--- src/design/fsd_fifo.sv ---
// Small register-based FIFO with push/full and pop/empty sides.
module fsd_fifo #(
    parameter int WIDTH = 8,
    parameter int DEPTH = 4
) (
    input  logic             i_clk,
    input  logic             i_rst_n,
    input  logic             i_push,
    input  logic [WIDTH-1:0] i_data,
    output logic             o_full,
    input  logic             i_pop,
    output logic [WIDTH-1:0] o_data,
    output logic             o_empty
);
    localparam int PW = (DEPTH > 1) ? $clog2(DEPTH) : 1;
    localparam int CW = $clog2(DEPTH + 1);
    localparam logic [PW-1:0] LAST_PTR = PW'(DEPTH - 1);

    logic [WIDTH-1:0] r_store [DEPTH];
    logic [PW-1:0]    r_wptr, n_wptr, r_rptr, n_rptr;
    logic [CW-1:0]    r_count, n_count;
    logic             do_push, do_pop;

    assign o_full  = (r_count == CW'(DEPTH));
    assign o_empty = (r_count == '0);
    assign o_data  = r_store[r_rptr];
    assign do_push = i_push && !o_full;
    assign do_pop  = i_pop && !o_empty;

    always_comb begin
        n_wptr  = r_wptr;
        n_rptr  = r_rptr;
        n_count = r_count;
        if (do_push) begin
            n_wptr = (r_wptr == LAST_PTR) ? '0 : r_wptr + 1'b1;
        end
        if (do_pop) begin
            n_rptr = (r_rptr == LAST_PTR) ? '0 : r_rptr + 1'b1;
        end
        if (do_push && !do_pop) begin
            n_count = r_count + 1'b1;
        end else if (do_pop && !do_push) begin
            n_count = r_count - 1'b1;
        end
    end

    always_ff @(posedge i_clk) begin
        if (!i_rst_n) begin
            r_wptr  <= '0;
            r_rptr  <= '0;
            r_count <= '0;
        end else begin
            r_wptr  <= n_wptr;
            r_rptr  <= n_rptr;
            r_count <= n_count;
        end
        if (do_push) begin
            r_store[r_wptr] <= i_data;
        end
    end
endmodule

--- config.mk ---
export PLATFORM = sky130hd
export DESIGN_NAME = fsd_fifo
export DESIGN_NICKNAME = d
export VERILOG_FILES = /design/src/design/fsd_fifo.sv
export SDC_FILE = /design/constraint.sdc
export NUM_CORES = 1
export LEC_CHECK = 0
export BUFFER_PORTS_ARGS = -buffer_cell sky130_fd_sc_hd__clkbuf_2
export CAP_MARGIN = 20
export CELL_PAD_IN_SITES_DETAIL_PLACEMENT = 0
export CELL_PAD_IN_SITES_GLOBAL_PLACEMENT = 1
export CORE_MARGIN = 3
export CORE_UTILIZATION = 47
export DETAILED_ROUTE_END_ITERATION = 16
export PLACE_DENSITY_LB_ADDON = 0.1
export SKIP_LAST_GASP = 1
export SYNTH_ARGS = -nofsm -noshare
export SYNTH_HDL_FRONTEND = slang
export SYNTH_SLANG_ARGS = --single-unit
export TNS_END_PERCENT = 10
--- constraint.sdc ---
create_clock -name i_clk -period 2.6 [get_ports i_clk]
set_clock_uncertainty 0.05 [all_clocks]
set_input_delay 0.13 -clock i_clk [delete_from_list [all_inputs] [get_ports i_clk]]
set_output_delay 0.13 -clock i_clk [all_outputs]
set_load 0.005 [all_outputs]
==> out/metrics.csv <==
metric;value;unit
hold_path_class;input port to flip-flop;
fp.coreArea;3180;µm²
area_growth;17.3;%
rsz0062_at_grt;false;
die_h;64.9;µm
fillers;254;
crit_path_max_fanout;5;
die_area;4210;µm²
timing_worst_slew_pin_value;564;ps
layout-drive-gt1-share;29.1;%
path_class;flip-flop to flip-flop;
syn_nets;112;
setup_violations;0;
dpl-instance-area;1790;µm²
num-nets-final;146;
finalCritPeriodShare;83.3;%
first_pass_iters;4;
arrival;2390;ps
crit_start;r_count[0];
insertion_delay;340;ps
power.density;830;nW/µm²
final_area;1910;µm²
min_period;2170;ps
cp_cell_sequence;o31ai_1, ha_1, inv_1, fa_1, xor2_1, or3_1, a21boi_0;
routabilityCongestion;0.679;
drc;0;
cts_tree;yes;
cpPeakStageDelay;380;ps
grtUsageTotal;15.2;%
hold_path_depth;3;
htree_levels;2;
grt_max_degree;12;
ys_ff_latch;41;
final_antenna_net_count;0;
cp-end-kind;flip-flop;
avgSynthCellArea;17.5;µm²
status;completed;
postCtsResizedCells;0;
root_buffer;clkbuf_4;
totalNegativeSetupSlack;0;ps
drtIter0Drc;45;
cts_sinks;41;
max_freq;0.462;GHz
syn_inst;93;
antenna_found_initial;0;
r2r_start;r_count[0];
totalWireLength;2570;µm
dp_hpwl;1730;µm
drv_cap;0;
portBuffers;21;
worst_hold_slack;89.7;ps
io-pin-count;22;
rr_worst_depth;7;
top_usage_layer;met2;
multi_input_area;460;µm²
max-slew-margin-rel;62.3;%
synth_area;1630;µm²
seq_area;1140;µm²
total_power;1.59;mW
grt_pass1_vias;920;
fin_util;60.2;%
wl_per_cell;15.0;µm
cts_buffers;5;
floorplan.rows;20;
num_vias;865;
use_met3;5.72;%
peakVddDrop;0.434;mV
via_per_inst;5.06;
die_w;64.9;µm
crit_required;2820;ps
grt_overflow;0;
cp_slowest_cell;dfxtp_1;
cp-start-kind;flip-flop;
initial_core_util;51.3;%
power_leakage;0.704;nW
diodes;0;
clock_path_buffers;2;
hold_viol_final;0;
slew_violations;0;
synth_warnings;0;
yosysSeqAreaShare;70.0;%
yosys.cell_types.count;23;
grt_util_met2;24.9;%
worstHoldStart;i_rst_n;
path_clk_slew;110;ps
met1_usage;18.0;%
grt_pass1_wl;4510;µm
worst max-delay path, delay by kind of cell, from the launching register on:
kind,cells,cell delay [ps]
AOI/OAI and AO/OA,2,490
xor gates and xnor gates,1,160
adders and majority gates,2,640
buffers and inverters,1,70
DFF,1,380
and+or+nand+nor,1,300
report_power, final:
part,internal (mW),switching (mW),leakage (nW)
logic,0.236,0.173,0.311
clock network,0.0983,0.188,0.0258
registers,0.806,0.0854,0.367
sequential cells by signal, indices dropped and copies added (netlist names), named ones only:
register / cells
r_count: 3
r_wptr: 2
r_store: 32
r_rptr: 2
cells by family (layout without fill, tap and decap cells):
logic type,count (synthesis),count (layout),synth area share (%)
XOR/XNOR,2,2,1.07
adder cells (fa/ha/maj),7,7,5.83
AND/OR/NAND/NOR,20,20,6.60
multiplexers,11,11,12.9
AO/OA/AOI/OAI,5,5,1.84
buffers and inverters,7,41,1.76
flip-flops,41,41,70.0
cells in the final DEF, fill, tap and decap left out, types with 2 or more instances in the layout:
master,instances
nor2_1,2
mux4_2,8
o21ai_0,3
clkbuf_2,21
edfxtp_1,32
nand3_1,2
nand2_1,6
dlygate4sd3_1,8
inv_1,3
buf_4,2
dfxtp_1,9
ha_1,6
mux2i_1,3
nor2b_1,2
clkbuf_4,5
and2_1,5
synthesized netlist by cell type (all sizes together):
master,n,area (µm²)
nand2,6,22.5
o21ai,3,15.0
mux2i,3,30.0
a21boi,1,7.51
or3,1,6.26
nor2b,2,12.5
o31ai,1,7.51
and2,5,31.3
ha,6,75.1
nand3,2,10.0
xnor2,1,8.76
nor2,2,7.51
fa,1,20.0
dfxtp,9,180
edfxtp,32,961
nor3,1,5.00
clkbuf,1,3.75
xor2,1,8.76
buf,3,13.8
mux4,8,180
inv,3,11.3
nor3b,1,12.5
metal layers:
metal,wire (µm),up-vias
li1,-,422
met1,1070,415
met2,1310,20
met3,133,8
met4,48,0
met5,0,-
area by class of cell:
cell class	count	area share, %
flip-flops and latches	41	59.6
multi-input cells	45	24.1
clock buffers	6	2.16
clock inverters	1	0.196
inverters	3	0.589
well taps	44	2.88
repair buffers	31	10.5
worst paths after layout:
check	to	slack, ps
setup / recovery	r_count[2]	430
hold / removal	r_wptr[0]	90
hold reg to reg	r_wptr[1]	460
setup reg to reg	r_count[2]	430
through the flow:
stage,setup WS [ps],cells
floorplan,457,93
global placement,555,156
detailed placement,446,156
CTS,412,171
global route,248,171
finish,435,171
repair_timing:
item | in CTS | in global routing
hold buffers | 8 | 0
endpoints found under the hold margin | 32 | 0
setup buffers | 0 | 0
No activity file was read; power rests on OpenSTA's default activity.
