**src/design/fsd_pkg.sv**
```systemverilog
// Shared types, constants and register indexes of the error-diffusion ditherer.
package fsd_pkg;

    localparam int DEF_MAX_LINE_WIDTH = 1024;
    localparam int DEF_ERROR_BITS     = 16;

    localparam int CFG_INDEX_BITS = 4;
    localparam int CFG_DATA_BITS  = 16;

    localparam logic [CFG_INDEX_BITS-1:0] REG_X_ORIGIN     = 4'd0;
    localparam logic [CFG_INDEX_BITS-1:0] REG_Y_ORIGIN     = 4'd1;
    localparam logic [CFG_INDEX_BITS-1:0] REG_LINE_WIDTH   = 4'd2;
    localparam logic [CFG_INDEX_BITS-1:0] REG_IMAGE_HEIGHT = 4'd3;
    localparam logic [CFG_INDEX_BITS-1:0] REG_VERTICAL_FLIP = 4'd4;
    localparam logic [CFG_INDEX_BITS-1:0] REG_RED_BITS     = 4'd5;
    localparam logic [CFG_INDEX_BITS-1:0] REG_GREEN_BITS   = 4'd6;
    localparam logic [CFG_INDEX_BITS-1:0] REG_BLUE_BITS    = 4'd7;

    typedef struct packed {
        logic [7:0]         red;
        logic [7:0]         green;
        logic [7:0]         blue;
        logic [7:0]         flags;
        logic signed [15:0] raster_op;
    } t_pixel;

    typedef struct packed {
        logic [15:0]        column;
        logic [15:0]        row;
        logic [7:0]         red_code;
        logic [7:0]         green_code;
        logic [7:0]         blue_code;
        logic [7:0]         flags_out;
        logic signed [15:0] raster_op_out;
        logic               passed_through;
        logic               line_end;
    } t_result;

    typedef struct packed {
        logic [14:0] x_origin;
        logic [14:0] y_origin;
        logic [10:0] line_width;
        logic [14:0] image_height;
        logic        vertical_flip;
        logic [3:0]  red_bits;
        logic [3:0]  green_bits;
        logic [3:0]  blue_bits;
    } t_cfg;

    // Pixel after classification: placement is settled, dithering is not.
    typedef struct packed {
        t_pixel      pixel;
        logic [15:0] column;
        logic [15:0] row;
        logic        line_end;
    } t_job;

endpackage

```
**src/design/fsd_front.sv**
```systemverilog
// Front end: accepts pixels and assigns line position, column, row and line end.
module fsd_front #(
    parameter int MAX_LINE_WIDTH = 1024
) (
    input  logic                              i_clk,
    input  logic                              i_rst_n,
    input  fsd_pkg::t_cfg                     i_cfg,
    input  logic                              i_clear,
    input  logic                              i_push,
    input  fsd_pkg::t_pixel                   i_pixel,
    input  logic                              i_q_full,
    output logic                              o_q_push,
    output fsd_pkg::t_job                     o_job,
    output logic [$clog2(MAX_LINE_WIDTH)-1:0] o_pos
);
    import fsd_pkg::*;

    localparam int PW = $clog2(MAX_LINE_WIDTH);

    logic [PW-1:0] r_pos, n_pos;
    logic [15:0]   r_row, n_row;
    logic          r_row_valid, n_row_valid;
    logic [31:0]   w_eff;
    logic [15:0]   start_row, row_now;
    logic          last, accept;

    assign accept   = i_push && !i_q_full;
    assign o_q_push = accept;

    always_comb begin
        if (i_cfg.line_width == '0) begin
            w_eff = 32'd1;
        end else if (32'(i_cfg.line_width) > 32'(MAX_LINE_WIDTH)) begin
            w_eff = 32'(MAX_LINE_WIDTH);
        end else begin
            w_eff = 32'(i_cfg.line_width);
        end
        if (i_cfg.vertical_flip) begin
            start_row = 16'(i_cfg.y_origin) + 16'(i_cfg.image_height) - 16'd1;
        end else begin
            start_row = 16'(i_cfg.y_origin);
        end
        row_now = r_row_valid ? r_row : start_row;
        last    = (32'(r_pos) + 32'd1 == w_eff);

        o_job.pixel    = i_pixel;
        o_job.column   = 16'(i_cfg.x_origin) + 16'(r_pos);
        o_job.row      = row_now;
        o_job.line_end = last;
        o_pos          = r_pos;

        n_pos       = r_pos;
        n_row       = r_row;
        n_row_valid = r_row_valid;
        if (accept) begin
            n_row_valid = 1'b1;
            if (last) begin
                n_pos = '0;
                n_row = i_cfg.vertical_flip ? row_now - 16'd1 : row_now + 16'd1;
            end else begin
                n_pos = r_pos + 1'b1;
                n_row = row_now;
            end
        end
    end

    always_ff @(posedge i_clk) begin
        if (!i_rst_n || i_clear) begin
            r_pos       <= '0;
            r_row_valid <= 1'b0;
        end else begin
            r_pos       <= n_pos;
            r_row_valid <= n_row_valid;
        end
        r_row <= n_row;
    end
endmodule

```
**config.mk**
```make
export PLATFORM = sky130hd
export DESIGN_NAME = fsd_front
export DESIGN_NICKNAME = d
export VERILOG_FILES = /design/src/design/fsd_pkg.sv /design/src/design/fsd_front.sv
export SDC_FILE = /design/constraint.sdc
export NUM_CORES = 1
export LEC_CHECK = 0
export BUFFER_PORTS_ARGS = -buffer_cell sky130_fd_sc_hd__buf_2
export CAP_MARGIN = 40
export CORE_ASPECT_RATIO = 0.8
export CORE_UTILIZATION = 46
export CTS_CLUSTER_DIAMETER = 150
export DETAILED_ROUTE_END_ITERATION = 10
export GPL_TIMING_DRIVEN = 1
export PLACE_DENSITY = 0.8
export RECOVER_POWER = 25
export SYNTH_ARGS = -nofsm -noshare
export SYNTH_HDL_FRONTEND = slang
export SYNTH_SLANG_ARGS = --single-unit
```
**constraint.sdc**
```tcl
create_clock -name i_clk -period 4.9 [get_ports i_clk]
set_input_delay 0.49 -clock i_clk [delete_from_list [all_inputs] [get_ports i_clk]]
set_output_delay 0.49 -clock i_clk [all_outputs]
set_load 0.005 [all_outputs]
```
==> summary.md <==
| Metric | Value |
|---|---|
| Status | `complete, no violations` |
| Final setup fails | `0` |
| CP endpoint kind | `flop` |
| Sequential area share after synthesis | `15.3%` |
| Vias in the first global route | `4008` |
| Core Area | `0.00969 mm²` |
| Antenna cells | `0` |
| Non-filler cells, final | `803` |
| Syn Nets | `800` |
| Grt ovf | `0` |
| RSZ-0062 raised after global routing | `no` |
| Min-delay worst type | `reg -> reg` |
| # clock sinks | `27` |
| Fmax | `219 MHz` |
| Die ar. | `0.0104 mm²` |
| Cts bufs inserted | `3` |
| Final setup margin | `329 ps` |
| DRT Pass-1 Iters | `4` |
| Worst Path Required | `4900 ps` |
| Static Leak | `0.00239 µW` |
| Post-place setup slack | `-75.5 ps` |
| Crit start category | `primary input` |
| DR vias | `4332` |
| Post-synth top area cell | `ha_1` |
| Skew-Pair Late Insertion Delay | `260 ps` |
| CTS root buf | `clkbuf_16` |
| CP Class | `in -> reg` |
| Post-Syn Area per Cell | `7.43 µm²` |
| Synth Register Bits | `27` |
| R2R Path End | `r_row[12]` |
| Final Wtd Congestion | `0.888` |
| DR vias/cell | `5.39` |
| FP Rows | `32` |
| Clock tree buffer depth | `2` |
| Worst r2r src | `o_pos[0]` |
| Hold Path Depth | `2` |
| Distinct cells, synth | `71` |
| Residual DRC | `0` |
| Placed Cells | `799` |
| Cell count after synthesis | `618` |
| Synth warn | `0` |
| Slack of the worst reg-to-reg path | `1550 ps` |
| HPWL after DPL | `8.91 mm` |
| Final WL | `11.0 mm` |
| Max_slew headroom | `66.4%` |
| Htree depth | `1` |
| Pwr dens | `205 mW/mm²` |
| Final Hold Vio Count | `0` |
| Synth top area cells | `ha_1 (16%), edfxtp_1 (10%), buf_4 (8.3%), inv_1 (6.8%), xnor2_1 (6.1%)` |
| Worst-Margin Slew | `504 ps` |
| Slew Viols, Final | `0` |
| DR WL/cell | `13.7 µm` |
| Total negative setup slack | `0 ps` |
| Clk pin slew, worst setup/hold paths | `70 ps` |
| Hold WS | `567 ps` |
| Reg2Reg Depth | `10` |
| TritonCTS clock tree | `done` |
| Fraction of layout cells with a size suffix above 1 | `21.0%` |
| GRT Total Usage | `20.8%` |
| Max-cap violations | `0` |
| Hold Path Origin | `o_pos[8]` |
| Final ANT Viol Nets | `0` |
| # IOs | `214` |
| VDD IR max | `0.138 mV` |
| Nets | `850` |
| Tcrit/Tclk final | `93.3%` |
| Starting density of the core | `47.4%` |
| Fraction of registers with async set or reset after synthesis | `0%` |
| Hold endpoint | `o_pos[8]` |
| Syn Std Cell Area | `0.00459 mm²` |
| Initial antenna violation count | `0` |
| Number of synthesized flops with an enable pin | `16` |
| Ys flop type | `edfxtp_1` |
| Crit path arrival time | `4570 ps` |
| Synthesis-to-layout area growth | `8.31%` |
| Total Power | `1020 µW` |
| First-pass GRT wire length | `18.1 mm` |
| Final Skew | `2.13 ps` |
| Synth top area share | `15.5%` |
| DR iter-0 viols | `279` |
| Die Y | `91.4 µm` |
| Max FO, Critical Path | `4` |
| Die Span X | `114 µm` |
| Pin count of the biggest net entering global routing | `40` |
| Minimum clock period | `4570 ps` |
| I/O Buffers | `105` |
layer usage:
layer	vias up	share of wire, %	wire [µm]	track usage, %
met5	-	0	0	0
met1	1978	46	5060	27.8
li1	2187	-	-	-
met3	32	6.4	706	3.81
met4	0	1.5	163	4.06
met2	135	46	5080	34.7
cells in the mapped netlist, types with 5 or more instances:
master and count:
o21ai_0 35, nand3b_1 5, nand2_1 52, a21boi_0 5
mux2_2 6, nor3b_1 5, a21o_1 7, nand4_1 5
clkbuf_1 9, a21oi_1 31, nor2b_1 9, ha_1 57
buf_4 51, nand2b_1 7, dfxtp_1 11, nand3_1 13
edfxtp_1 16, and3_1 5, nor3_1 13, mux2i_1 9
xor2_1 9, nor2_1 47, buf_2 5, inv_1 83
o21ai_1 12, xnor2_1 32
registers in the layout, summed over array words and instances (netlist names):
signal	cells
r_row_valid	1
r_row	16
o_pos	10
worst max path at each step:
stage               startpoint         to  slack (ps)  depth (start not counted)
floorplan            i_cfg[15]  r_row[14]         480                         18
global placement     i_cfg[41]  r_row[14]         160                         19
detailed placement   i_cfg[40]  r_row[14]         -80                         21
CTS                  i_cfg[40]  r_row[14]         200                         21
global route         i_cfg[41]  r_row[15]          30                         22
finish               i_cfg[41]  r_row[15]         330                         22
repair_timing:
| action | in CTS | in global routing |
|---|---|---|
| endpoints found under the setup margin | 0 | 2 |
| hold endpoints to repair | 0 | 0 |
| hold buffers | 0 | 0 |
| setup buffers | 0 | 0 |
| resized for setup | 0 | 3 |
metrics by stage:
stage,area [µm²],util [%]
after detailed placement,4890,50.5
after global routing,4970,51.3
after global placement,4890,50.5
after floorplan,4590,-
final,4970,51.3
after CTS,4970,51.3
worst max-delay path: stages:
cell      delay (ps)
buf_2             90
inv_1             40
ha_1             310
inv_1             50
ha_1             280
a21o_1           200
a21oi_2          190
o21ai_2           80
a2111o_1         490
a41oi_1          300
xnor2_1          160
mux2i_1           90
o21ai_0          280
ha_1             340
nand2_1          100
o21a_1           120
o31ai_1          100
o41ai_2          300
o21ai_0          190
xnor2_1          150
nor2_1            70
xor2_1           140
report_power, final:
part | switching (µW) | internal [µW] | total [µW] | leakage (µW)
combinational | 313 | 259 | 573 | 0.00211
clock | 77.3 | 110 | 187 | 0.0000409
sequential | 3.91 | 258 | 262 | 0.000240
total | 394 | 628 | 1020 | 0.00239
final cells by class:
| cell class | instances | area, µm² |
|---|---|---|
| clock buffers | 3 | 75.1 |
| inverters | 86 | 323 |
| multi-input cells | 437 | 3120 |
| well taps | 136 | 170 |
| flip-flops and latches | 27 | 701 |
| repair buffers | 113 | 586 |
| clock inverters | 1 | 5.00 |
| fillers | 941 | 4710 |
cells by family after synthesis:
| family | Yosys count | synth area share [%] |
|---|---|---|
| compound gates | 139 | 19.5 |
| simple gates | 180 | 19.3 |
| fa+ha+maj | 60 | 16.8 |
| xor+xnor | 42 | 8.31 |
| flops | 27 | 15.3 |
| buf+inv | 154 | 17.1 |
| mux | 16 | 3.68 |
placed cells by master, fill, tap and decap left out, drive strengths merged, types with 4 or more instances in the layout:
cell,instances
o21ai,48
xor2,9
mux2i,9
a2111oi,4
buf,113
mux2,7
o31ai,4
a31oi,4
a21boi,5
nor2b,9
nand3b,5
a22oi,4
nand3,14
xnor2,32
edfxtp,16
nor2,49
and3,5
ha,57
nand4,5
a21oi,32
nand2,52
nand2b,7
nor3,15
inv,84
nor3b,5
dfxtp,11
a21o,7
No activity file was read; power rests on OpenSTA's default activity.
